File: src/design/ngsg_pkg.sv
`default_nettype none

package ngsg_pkg;

  // Q0.16 coefficient and Q1.16 gain formats
  localparam int unsigned COEF_BITS = 16;
  localparam int unsigned GAIN_BITS = 17;
  localparam logic [GAIN_BITS-1:0] GAIN_ONE = 17'h10000;

  // One multiplier bit per step, over the full 17-bit unsigned factor
  localparam int unsigned MUL_STEPS = GAIN_BITS;
  localparam int unsigned CNT_BITS = $clog2(MUL_STEPS);

  // Register map, index = paddr[4:2]
  localparam int unsigned ADDR_BITS = 5;
  localparam int unsigned DATA_BITS = 32;
  localparam logic [2:0] REG_ENABLE    = 3'd0;
  localparam logic [2:0] REG_THRESHOLD = 3'd1;
  localparam logic [2:0] REG_FLOOR     = 3'd2;
  localparam logic [2:0] REG_ATTACK    = 3'd3;
  localparam logic [2:0] REG_RELEASE   = 3'd4;

  localparam logic [COEF_BITS-1:0] ATTACK_RESET  = 16'd64000;
  localparam logic [COEF_BITS-1:0] RELEASE_RESET = 16'd65000;

endpackage

`default_nettype wire

File: src/design/ngsg_serial_mul.sv
`default_nettype none

// Shift-add multiplier: signed a times unsigned b, one bit of b per cycle.
// p_o holds the product shifted right by 16 (floor) once done_o pulses,
// and keeps it until the next start.
module ngsg_serial_mul #(
  parameter int unsigned AW = 18
) (
  input  wire logic                             clk_i,
  input  wire logic                             rst_ni,
  input  wire logic                             start_i,
  input  wire logic signed [AW-1:0]             a_i,
  input  wire logic [ngsg_pkg::GAIN_BITS-1:0]   b_i,
  output logic                                  done_o,
  output logic signed [AW+1:0]                  p_o
);
  import ngsg_pkg::*;

  logic signed [AW-1:0]  a_q;
  logic [GAIN_BITS-1:0]  b_q;
  logic signed [AW:0]    hi_q;
  logic [GAIN_BITS-1:0]  lo_q;
  logic [CNT_BITS-1:0]   cnt_q;
  logic                  busy_q;
  logic                  done_q;
  logic signed [AW+1:0]  sum;

  // Add the partial product into the upper half, then shift one place right
  assign sum = (AW+2)'(hi_q) + (b_q[0] ? (AW+2)'(a_q) : '0);

  always_ff @(posedge clk_i or negedge rst_ni) begin
    if (!rst_ni) begin
      busy_q <= 1'b0;
      done_q <= 1'b0;
      cnt_q  <= '0;
    end else begin
      done_q <= 1'b0;
      if (start_i) begin
        busy_q <= 1'b1;
        cnt_q  <= '0;
      end else if (busy_q) begin
        cnt_q <= cnt_q + 1'b1;
        if (cnt_q == CNT_BITS'(MUL_STEPS - 1)) begin
          busy_q <= 1'b0;
          done_q <= 1'b1;
        end
      end
    end
  end

  always_ff @(posedge clk_i) begin
    if (start_i) begin
      a_q  <= a_i;
      b_q  <= b_i;
      hi_q <= '0;
      lo_q <= '0;
    end else if (busy_q) begin
      b_q  <= {1'b0, b_q[GAIN_BITS-1:1]};
      hi_q <= sum[AW+1:1];
      lo_q <= {sum[0], lo_q[GAIN_BITS-1:1]};
    end
  end

  assign done_o = done_q;
  assign p_o    = {hi_q, lo_q[GAIN_BITS-1]};

endmodule

`default_nettype wire

File: src/design/noise_gate_smoothed_gain_unit.sv
`default_nettype none

// Noise gate with peak envelope follower and smoothed gain.
// Input channel (in_valid_i / in_ready_o) carries one signed sample and a
// block_end flag per transaction; the output channel (out_valid_o /
// out_ready_i) returns exactly one gated sample and the copied flag.
// Configuration goes through the APB port: enable, threshold_level,
// floor_gain, attack_coef and release_coef at byte addresses 0,4,8,12,16.
// Write registers only while the block is idle.
// Processing runs three passes through one bit-serial multiplier
// (envelope smoothing, gain smoothing, sample times gain), each of 17
// shift-add steps, the first two with setup and update states around them;
// that multiplier sets the rate. A new sample is accepted only once the
// previous one has left the final state. With enable low, an accepted sample
// goes through the final state into the output register without a multiply,
// and the envelope and gain hold.
// The result sits in an output register: the next sample may be accepted
// while it waits for out_ready_i. If the receiver stalls longer, the
// finished sample waits in the final state and input is held off.
// Reset: envelope 0, gain unity, registers at their reset values, both
// channels empty.
module noise_gate_smoothed_gain_unit #(
  parameter int unsigned SAMPLE_BITS = 16
) (
  input  wire logic                              clk_i,
  input  wire logic                              rst_ni,
  // input channel
  input  wire logic                              in_valid_i,
  output logic                                   in_ready_o,
  input  wire logic signed [SAMPLE_BITS-1:0]     sample_in_i,
  input  wire logic                              block_end_i,
  // output channel
  output logic                                   out_valid_o,
  input  wire logic                              out_ready_i,
  output logic signed [SAMPLE_BITS-1:0]          sample_out_o,
  output logic                                   block_end_out_o,
  // configuration port
  input  wire logic                              psel,
  input  wire logic                              penable,
  input  wire logic                              pwrite,
  input  wire logic [ngsg_pkg::ADDR_BITS-1:0]    paddr,
  input  wire logic [ngsg_pkg::DATA_BITS-1:0]    pwdata,
  output logic [ngsg_pkg::DATA_BITS-1:0]         prdata,
  output logic                                   pready
);
  import ngsg_pkg::*;

  localparam int unsigned SB = SAMPLE_BITS;
  // operand width: envelope difference needs SB+1, gain difference 18
  localparam int unsigned AW = (SB + 1 > GAIN_BITS + 1) ? SB + 1 : GAIN_BITS + 1;
  // compare width for envelope against the 16-bit threshold
  localparam int unsigned CW = (SB > COEF_BITS) ? SB : COEF_BITS;
  localparam logic [SB-1:0] ENV_MAX = {1'b1, {(SB-1){1'b0}}};

  localparam logic [3:0] ST_IDLE     = 4'd0;
  localparam logic [3:0] ST_ENV_SET  = 4'd1;
  localparam logic [3:0] ST_ENV_MUL  = 4'd2;
  localparam logic [3:0] ST_ENV_UPD  = 4'd3;
  localparam logic [3:0] ST_GAIN_SET = 4'd4;
  localparam logic [3:0] ST_GAIN_MUL = 4'd5;
  localparam logic [3:0] ST_GAIN_UPD = 4'd6;
  localparam logic [3:0] ST_OUT_MUL  = 4'd7;
  localparam logic [3:0] ST_FIN      = 4'd8;

  // configuration registers
  logic                  enable_q;
  logic [COEF_BITS-1:0]  thr_q;
  logic [GAIN_BITS-1:0]  floor_q;
  logic [COEF_BITS-1:0]  attack_q;
  logic [COEF_BITS-1:0]  release_q;

  // state and working registers
  logic [3:0]            state_q, state_d;
  logic [SB-1:0]         env_q;
  logic [GAIN_BITS-1:0]  gain_q;
  logic signed [SB-1:0]  sample_q;
  logic [SB-1:0]         mag_q;
  logic                  blk_q;
  logic                  byp_q;
  logic                  out_valid_q;
  logic signed [SB-1:0]  sample_out_q;
  logic                  block_end_out_q;

  logic                  in_fire;
  logic                  cfg_wr;
  logic                  out_load;
  logic [SB-1:0]         mag_in;

  logic                  mul_start;
  logic signed [AW-1:0]  mul_a;
  logic [GAIN_BITS-1:0]  mul_b;
  logic                  mul_done;
  logic signed [AW+1:0]  mul_p;

  logic                  env_rise;
  logic [COEF_BITS-1:0]  env_coef;
  logic [GAIN_BITS-1:0]  floor_sat;
  logic [GAIN_BITS-1:0]  target;
  logic                  gain_rise;
  logic [COEF_BITS-1:0]  gain_coef;
  logic [SB-1:0]         env_new;
  logic [GAIN_BITS-1:0]  gain_new;
  logic signed [SB-1:0]  result;

  assign in_ready_o = (state_q == ST_IDLE);
  assign in_fire    = in_valid_i && in_ready_o;

  // ---------------------------------------------------------------- config
  assign pready = 1'b1;
  assign cfg_wr = psel && penable && pwrite;

  always_ff @(posedge clk_i or negedge rst_ni) begin
    if (!rst_ni) begin
      enable_q  <= 1'b1;
      thr_q     <= '0;
      floor_q   <= '0;
      attack_q  <= ATTACK_RESET;
      release_q <= RELEASE_RESET;
    end else if (cfg_wr) begin
      case (paddr[4:2])
        REG_ENABLE:    enable_q  <= pwdata[0];
        REG_THRESHOLD: thr_q     <= pwdata[COEF_BITS-1:0];
        REG_FLOOR:     floor_q   <= pwdata[GAIN_BITS-1:0];
        REG_ATTACK:    attack_q  <= pwdata[COEF_BITS-1:0];
        REG_RELEASE:   release_q <= pwdata[COEF_BITS-1:0];
        default: ;
      endcase
    end
  end

  always_comb begin
    case (paddr[4:2])
      REG_ENABLE:    prdata = DATA_BITS'(enable_q);
      REG_THRESHOLD: prdata = DATA_BITS'(thr_q);
      REG_FLOOR:     prdata = DATA_BITS'(floor_q);
      REG_ATTACK:    prdata = DATA_BITS'(attack_q);
      REG_RELEASE:   prdata = DATA_BITS'(release_q);
      default:       prdata = '0;
    endcase
  end

  // ---------------------------------------------------------- datapath
  // Magnitude; the most negative sample maps to 2^(SB-1), which fits unsigned
  assign mag_in = sample_in_i[SB-1] ? (~sample_in_i + 1'b1) : sample_in_i;

  // Envelope pass: env + floor((65536 - c) * (mag - env) / 65536)
  assign env_rise = (mag_q > env_q);
  assign env_coef = env_rise ? attack_q : release_q;

  // Gain pass: gain + floor((65536 - c) * (target - gain) / 65536)
  assign floor_sat = (floor_q > GAIN_ONE) ? GAIN_ONE : floor_q;
  assign target    = (CW'(env_q) < CW'(thr_q)) ? floor_sat : GAIN_ONE;
  assign gain_rise = (target > gain_q);
  assign gain_coef = gain_rise ? attack_q : release_q;

  assign env_new  = env_q + mul_p[SB-1:0];
  assign gain_new = gain_q + mul_p[GAIN_BITS-1:0];
  assign result   = byp_q ? sample_q : mul_p[SB-1:0];

  always_comb begin
    mul_start = 1'b0;
    mul_a     = '0;
    mul_b     = '0;
    case (state_q)
      ST_ENV_SET: begin
        mul_start = 1'b1;
        mul_a     = AW'($signed({1'b0, mag_q}) - $signed({1'b0, env_q}));
        mul_b     = GAIN_ONE - GAIN_BITS'(env_coef);
      end
      ST_GAIN_SET: begin
        mul_start = 1'b1;
        mul_a     = AW'($signed({1'b0, target}) - $signed({1'b0, gain_q}));
        mul_b     = GAIN_ONE - GAIN_BITS'(gain_coef);
      end
      ST_GAIN_UPD: begin
        // final pass: sample times the freshly updated gain
        mul_start = 1'b1;
        mul_a     = AW'(sample_q);
        mul_b     = gain_new;
      end
      default: ;
    endcase
  end

  ngsg_serial_mul #(
    .AW(AW)
  ) u_mul (
    .clk_i  (clk_i),
    .rst_ni (rst_ni),
    .start_i(mul_start),
    .a_i    (mul_a),
    .b_i    (mul_b),
    .done_o (mul_done),
    .p_o    (mul_p)
  );

  // ---------------------------------------------------------- sequencer
  assign out_load = (state_q == ST_FIN) && (!out_valid_q || out_ready_i);

  always_comb begin
    state_d = state_q;
    case (state_q)
      ST_IDLE:     if (in_fire) state_d = enable_q ? ST_ENV_SET : ST_FIN;
      ST_ENV_SET:  state_d = ST_ENV_MUL;
      ST_ENV_MUL:  if (mul_done) state_d = ST_ENV_UPD;
      ST_ENV_UPD:  state_d = ST_GAIN_SET;
      ST_GAIN_SET: state_d = ST_GAIN_MUL;
      ST_GAIN_MUL: if (mul_done) state_d = ST_GAIN_UPD;
      ST_GAIN_UPD: state_d = ST_OUT_MUL;
      ST_OUT_MUL:  if (mul_done) state_d = ST_FIN;
      ST_FIN:      if (out_load) state_d = ST_IDLE;
      default:     state_d = ST_IDLE;
    endcase
  end

  always_ff @(posedge clk_i or negedge rst_ni) begin
    if (!rst_ni) begin
      state_q     <= ST_IDLE;
      env_q       <= '0;
      gain_q      <= GAIN_ONE;
      out_valid_q <= 1'b0;
    end else begin
      state_q <= state_d;
      // advance the smoothed state only at the end of its pass
      if (state_q == ST_ENV_UPD) begin
        env_q <= env_new;
      end
      if (state_q == ST_GAIN_UPD) begin
        gain_q <= gain_new;
      end
      if (out_load) begin
        out_valid_q <= 1'b1;
      end else if (out_ready_i) begin
        out_valid_q <= 1'b0;
      end
    end
  end

  // Hold the accepted transaction for the whole computation
  always_ff @(posedge clk_i) begin
    if (in_fire) begin
      sample_q <= sample_in_i;
      mag_q    <= mag_in;
      blk_q    <= block_end_i;
      byp_q    <= !enable_q;
    end
    if (out_load) begin
      sample_out_q    <= result;
      block_end_out_q <= blk_q;
    end
  end

  assign out_valid_o     = out_valid_q;
  assign sample_out_o    = sample_out_q;
  assign block_end_out_o = block_end_out_q;

  // ---------------------------------------------------------- checks
  a_gain_range: assert property (@(posedge clk_i) disable iff (!rst_ni)
    gain_q <= GAIN_ONE)
    else $error("smoothed gain above unity");

  a_env_range: assert property (@(posedge clk_i) disable iff (!rst_ni)
    env_q <= ENV_MAX)
    else $error("envelope above full-scale magnitude");

  a_done_state: assert property (@(posedge clk_i) disable iff (!rst_ni)
    mul_done |-> (state_q == ST_ENV_MUL || state_q == ST_GAIN_MUL ||
                  state_q == ST_OUT_MUL))
    else $error("multiplier finished outside a multiply pass");

  a_bypass: assert property (@(posedge clk_i) disable iff (!rst_ni)
    (in_fire && !enable_q) |=> (state_q == ST_FIN && $stable(gain_q) &&
                                $stable(env_q)))
    else $error("bypass transaction touched the gate state");

endmodule

`default_nettype wire
File: config.mk
export PLATFORM = sky130hd
export DESIGN_NAME = noise_gate_smoothed_gain_unit
export DESIGN_NICKNAME = d
export VERILOG_FILES = /design/src/design/ngsg_pkg.sv /design/src/design/ngsg_serial_mul.sv /design/src/design/noise_gate_smoothed_gain_unit.sv
export SDC_FILE = /design/constraint.sdc
export NUM_CORES = 1
export LEC_CHECK = 0
export BUFFER_PORTS_ARGS = -buffer_cell sky130_fd_sc_hd__clkbuf_2
export CAP_MARGIN = 40
export CELL_PAD_IN_SITES_DETAIL_PLACEMENT = 1
export CELL_PAD_IN_SITES_GLOBAL_PLACEMENT = 2
export CORE_MARGIN = 2
export CORE_UTILIZATION = 44
export CTS_BUF_LIST = sky130_fd_sc_hd__clkbuf_2
export CTS_CLUSTER_DIAMETER = 120
export DETAILED_ROUTE_END_ITERATION = 6
export GPL_ROUTABILITY_DRIVEN = 0
export PLACE_DENSITY_LB_ADDON = 0.2
export SYNTH_ARGS = -nofsm -noshare
export SYNTH_HDL_FRONTEND = slang
export SYNTH_HIERARCHICAL = 1
export SYNTH_SLANG_ARGS = --single-unit
File: constraint.sdc
create_clock -name clk_i -period 10.8 [get_ports clk_i]
set_input_delay 2.16 -clock clk_i [delete_from_list [all_inputs] [get_ports clk_i]]
set_output_delay 2.16 -clock clk_i [all_outputs]
set_load 0.05 [all_outputs]
==> flow_metrics.env <==
export IMPL_status="completed"
export IMPL_cts_tree="done"
export IMPL_grt_ovfl_total=0
export IMPL_die_x_um=186
export IMPL_routed_wl_mm=45.3
export IMPL_via_per_inst=5.72
export IMPL_r2r_start="thr_q[1]"
export IMPL_r2r_end="u_mul/b_q[12]"
export IMPL_tightest_slew_ns=0.810
export IMPL_synth_seq_cells=216
export IMPL_synth_commonest_cells="nand2_1 (128), o21ai_0 (103), ha_1 (102)"
export IMPL_clockRootBuffer="clkbuf_2"
export IMPL_synth_top_cell_area_share_pct=17.6
export IMPL_initial_core_util_pct=44.7
export IMPL_rows=66
export IMPL_clk_pin_slew_ns=0.11
export IMPL_place_ws_ns=3.58
export IMPL_synth_area_um2=14500
export IMPL_syn_inst=1472
export IMPL_crit_required_ns=11.47
export IMPL_synth_top_flop_cell="dfrtp_1"
export IMPL_grt_pass1_vias=12000
export IMPL_drc=0
export IMPL_io_buffer_count=79
export IMPL_slew_headroom_pct=45.5
export IMPL_syn_area_per_cell_um2=9.88
export IMPL_cts_setup_buffers=0
export IMPL_synth_area_leaders="edfxtp_1 (18%), dfrtp_1 (16%), ha_1 (8.8%)"
export IMPL_ios=113
export IMPL_drv_slew=0
export IMPL_cts_max_level=2
export IMPL_postPlaceCellArea_um2=15400
export IMPL_grt_max_degree=63
export IMPL_synth_simple_gate_area_share_pct=15.3
export IMPL_dr_pass1_iters=5
export IMPL_yosysMostFrequentCell="nand2_1"
export IMPL_p_per_area_nw_per_um2=267
export IMPL_ys_seq_area_share_pct=39.6
export IMPL_core_um2=32500
export IMPL_stdcell_area_um2=16000
export IMPL_finalHoldViolCount=0
export IMPL_grt_pass1_wl_mm=69.8
export IMPL_multi_input_area_um2=8180
export IMPL_hpwl_mm=33.9
export IMPL_grt_total_usage_pct=26.7
export IMPL_vias=11900
export IMPL_insertion_delay_ns=0.94
export IMPL_initialDrtViolationCount=664
export IMPL_synth_async_reset_ratio_pct=51.4
export IMPL_arrival_ns=7.97
export IMPL_wire_per_inst_um=21.8
export IMPL_ctsResizeCount=0
export IMPL_antenna_found_initial=2
export IMPL_worst_hold_path_type="reg2reg"
export IMPL_clockBufferDepth=3
export IMPL_grt_setup_unrepaired="no"
export IMPL_synth_warnings=6
export IMPL_finalCriticalPeriod_ns=7.30
export IMPL_cap_violations=0
export IMPL_peakVddDrop_v=0.000124
export IMPL_cts_buffers_inserted=61
export IMPL_worstSetupStartpointType="register"
export IMPL_fill_cells=3790
export IMPL_die_area_um2=34500
export IMPL_seq_area_um2=5750
export IMPL_drive_above_1_share_pct=20.5
export IMPL_synthMuxAreaShare_pct=8.36
export IMPL_fin_setup_tns_ns=0
export IMPL_max_freq_mhz=137
export IMPL_rr_worst_depth=26
export IMPL_synth_top_area_cell="edfxtp_1"
export IMPL_fin_skew_ns=0.0633
export IMPL_crit_start="thr_q[1]"
export IMPL_synth_edf_count=85
export IMPL_area_growth_pct=9.73
export IMPL_die_h_um=186
export IMPL_fin_ws_ns=3.50
export IMPL_synth_fa_ha_area_share_pct=9.47
export IMPL_cp_endpoint="u_mul/b_q[12]"
export IMPL_cp_max_fo=19
export IMPL_finalCritPeriodShare_pct=67.6
export IMPL_p_leak_nw=7.11
export IMPL_synth_compound_area_share_pct=16.3
export IMPL_cts_hold_buf=0
export IMPL_fin_total_pwr_mw=4.26
export IMPL_clock_sinks=216
export IMPL_nNetsFinal=1748
export IMPL_synthXorXnorAreaFrac_pct=6.15
export IMPL_rrSetupSlack_ns=3.50
export IMPL_ys_types=87
export IMPL_synth_top_family_by_area="compound AO/OA/AOI/OAI gates"
export IMPL_setup_viol=0
export IMPL_end_kind="register"
export IMPL_antenna_left=0
export IMPL_critPathKind="reg2reg"
==> worst max-delay path, cell delays in order (launching register included) <==
cell,delay (ns)
dfrtp_1,0.39
inv_1,0.07
ha_1,0.29
a21o_1,0.16
a21o_1,0.18
a211o_1,0.30
a21oi_1,0.18
nor3_1,0.09
o31a_1,0.46
or3_1,0.43
ha_1,0.40
nand3_2,0.11
or4_4,0.56
nor3_1,0.19
o21ai_1,0.13
o21ai_2,0.07
buf_4,0.34
mux2i_1,0.36
ha_1,0.33
nand2_1,0.13
or3_1,0.44
or4_4,0.51
nor4_1,0.26
xnor2_1,0.11
mux2i_1,0.18
o21ai_1,0.08
mux2_2,0.27
==> per-layer routing <==
metal	global-route usage, %	vias up	routed length [um]
met5	0	-	11
met4	7.40	2	884
met3	4.44	65	2160
met2	44.4	260	21700
met1	35.8	5905	20600
li1	-	5639	-
==> flip-flops by register name (all words and copies together) (netlist names), 17 cells and up <==
name and count:
u_mul/a_q 18, gain_q 17, floor_q 17, u_mul/hi_q 19, u_mul/b_q 17
==> kinds of logic (layout without fill, tap and decap cells) <==
logic type	Yosys count	in the layout
flops	216	216
other cells	2	18
fa+ha+maj	107	107
compound gates	355	355
simple gates	424	424
mux	111	111
buf+inv	155	301
xor+xnor	102	102
==> how the worst min path moves through the flow <==
stage | from | to | slack (ns) | cells past startpoint
after floorplan | blk_q | block_end_out_o | 0.40 | 0
after global placement | blk_q | block_end_out_o | 0.40 | 0
after detailed placement | blk_q | block_end_out_o | 0.41 | 0
after CTS | blk_q | block_end_out_o | 0.44 | 0
after global routing | blk_q | block_end_out_o | 0.45 | 0
final | blk_q | block_end_out_o | 0.44 | 0
==> metrics by stage <==
stage	hold slack [ns]	std cells	util (%)
6_report	0.435	2076	49.0
5_1_grt	0.447	2075	49.0
4_1_cts	0.439	2072	48.9
3_5_place_dp	0.414	1957	47.2
3_3_place_gp	0.403	1955	47.1
2_1_floorplan	0.400	1486	-
==> placed cells by master (no fill, tap or decap), types with 20 or more instances in the layout <==
master    Yosys  final
mux2i_1      28     28
or3_1        21     21
a21o_1       33     33
clkbuf_2      1    168
nor2_1       83     82
nand3_1      20     20
xor2_1       41     41
xnor2_1      61     61
and2_1       25     25
dfxtp_1      20     20
ha_1        102    102
nor3_1       31     29
mux2_2       83     83
o21ai_0     103    103
nand2_1     128    128
inv_1        85     85
dfrtp_1      92     92
clkinv_1      0     20
edfxtp_1     85     85
a21oi_1      63     62
==> cell type report <==
type | count | area share (%)
clock buffers | 90 | 2.82
well taps | 442 | 3.47
inverters | 87 | 2.05
clock inverters | 25 | 0.620
multi-input cells | 1115 | 51.3
flip-flops and latches | 216 | 36.1
repair buffers | 99 | 3.67
diodes | 2 | 0.0314
==> power by group <==
| part | switching, mW | leakage (nW) | internal (mW) | total, mW |
|---|---|---|---|---|
| clock network | 0.383 | 0.425 | 0.226 | 0.609 |
| logic | 1.35 | 4.33 | 0.893 | 2.25 |
| registers | 0.278 | 2.35 | 1.12 | 1.40 |
No activity file was read; power rests on OpenSTA's default activity.
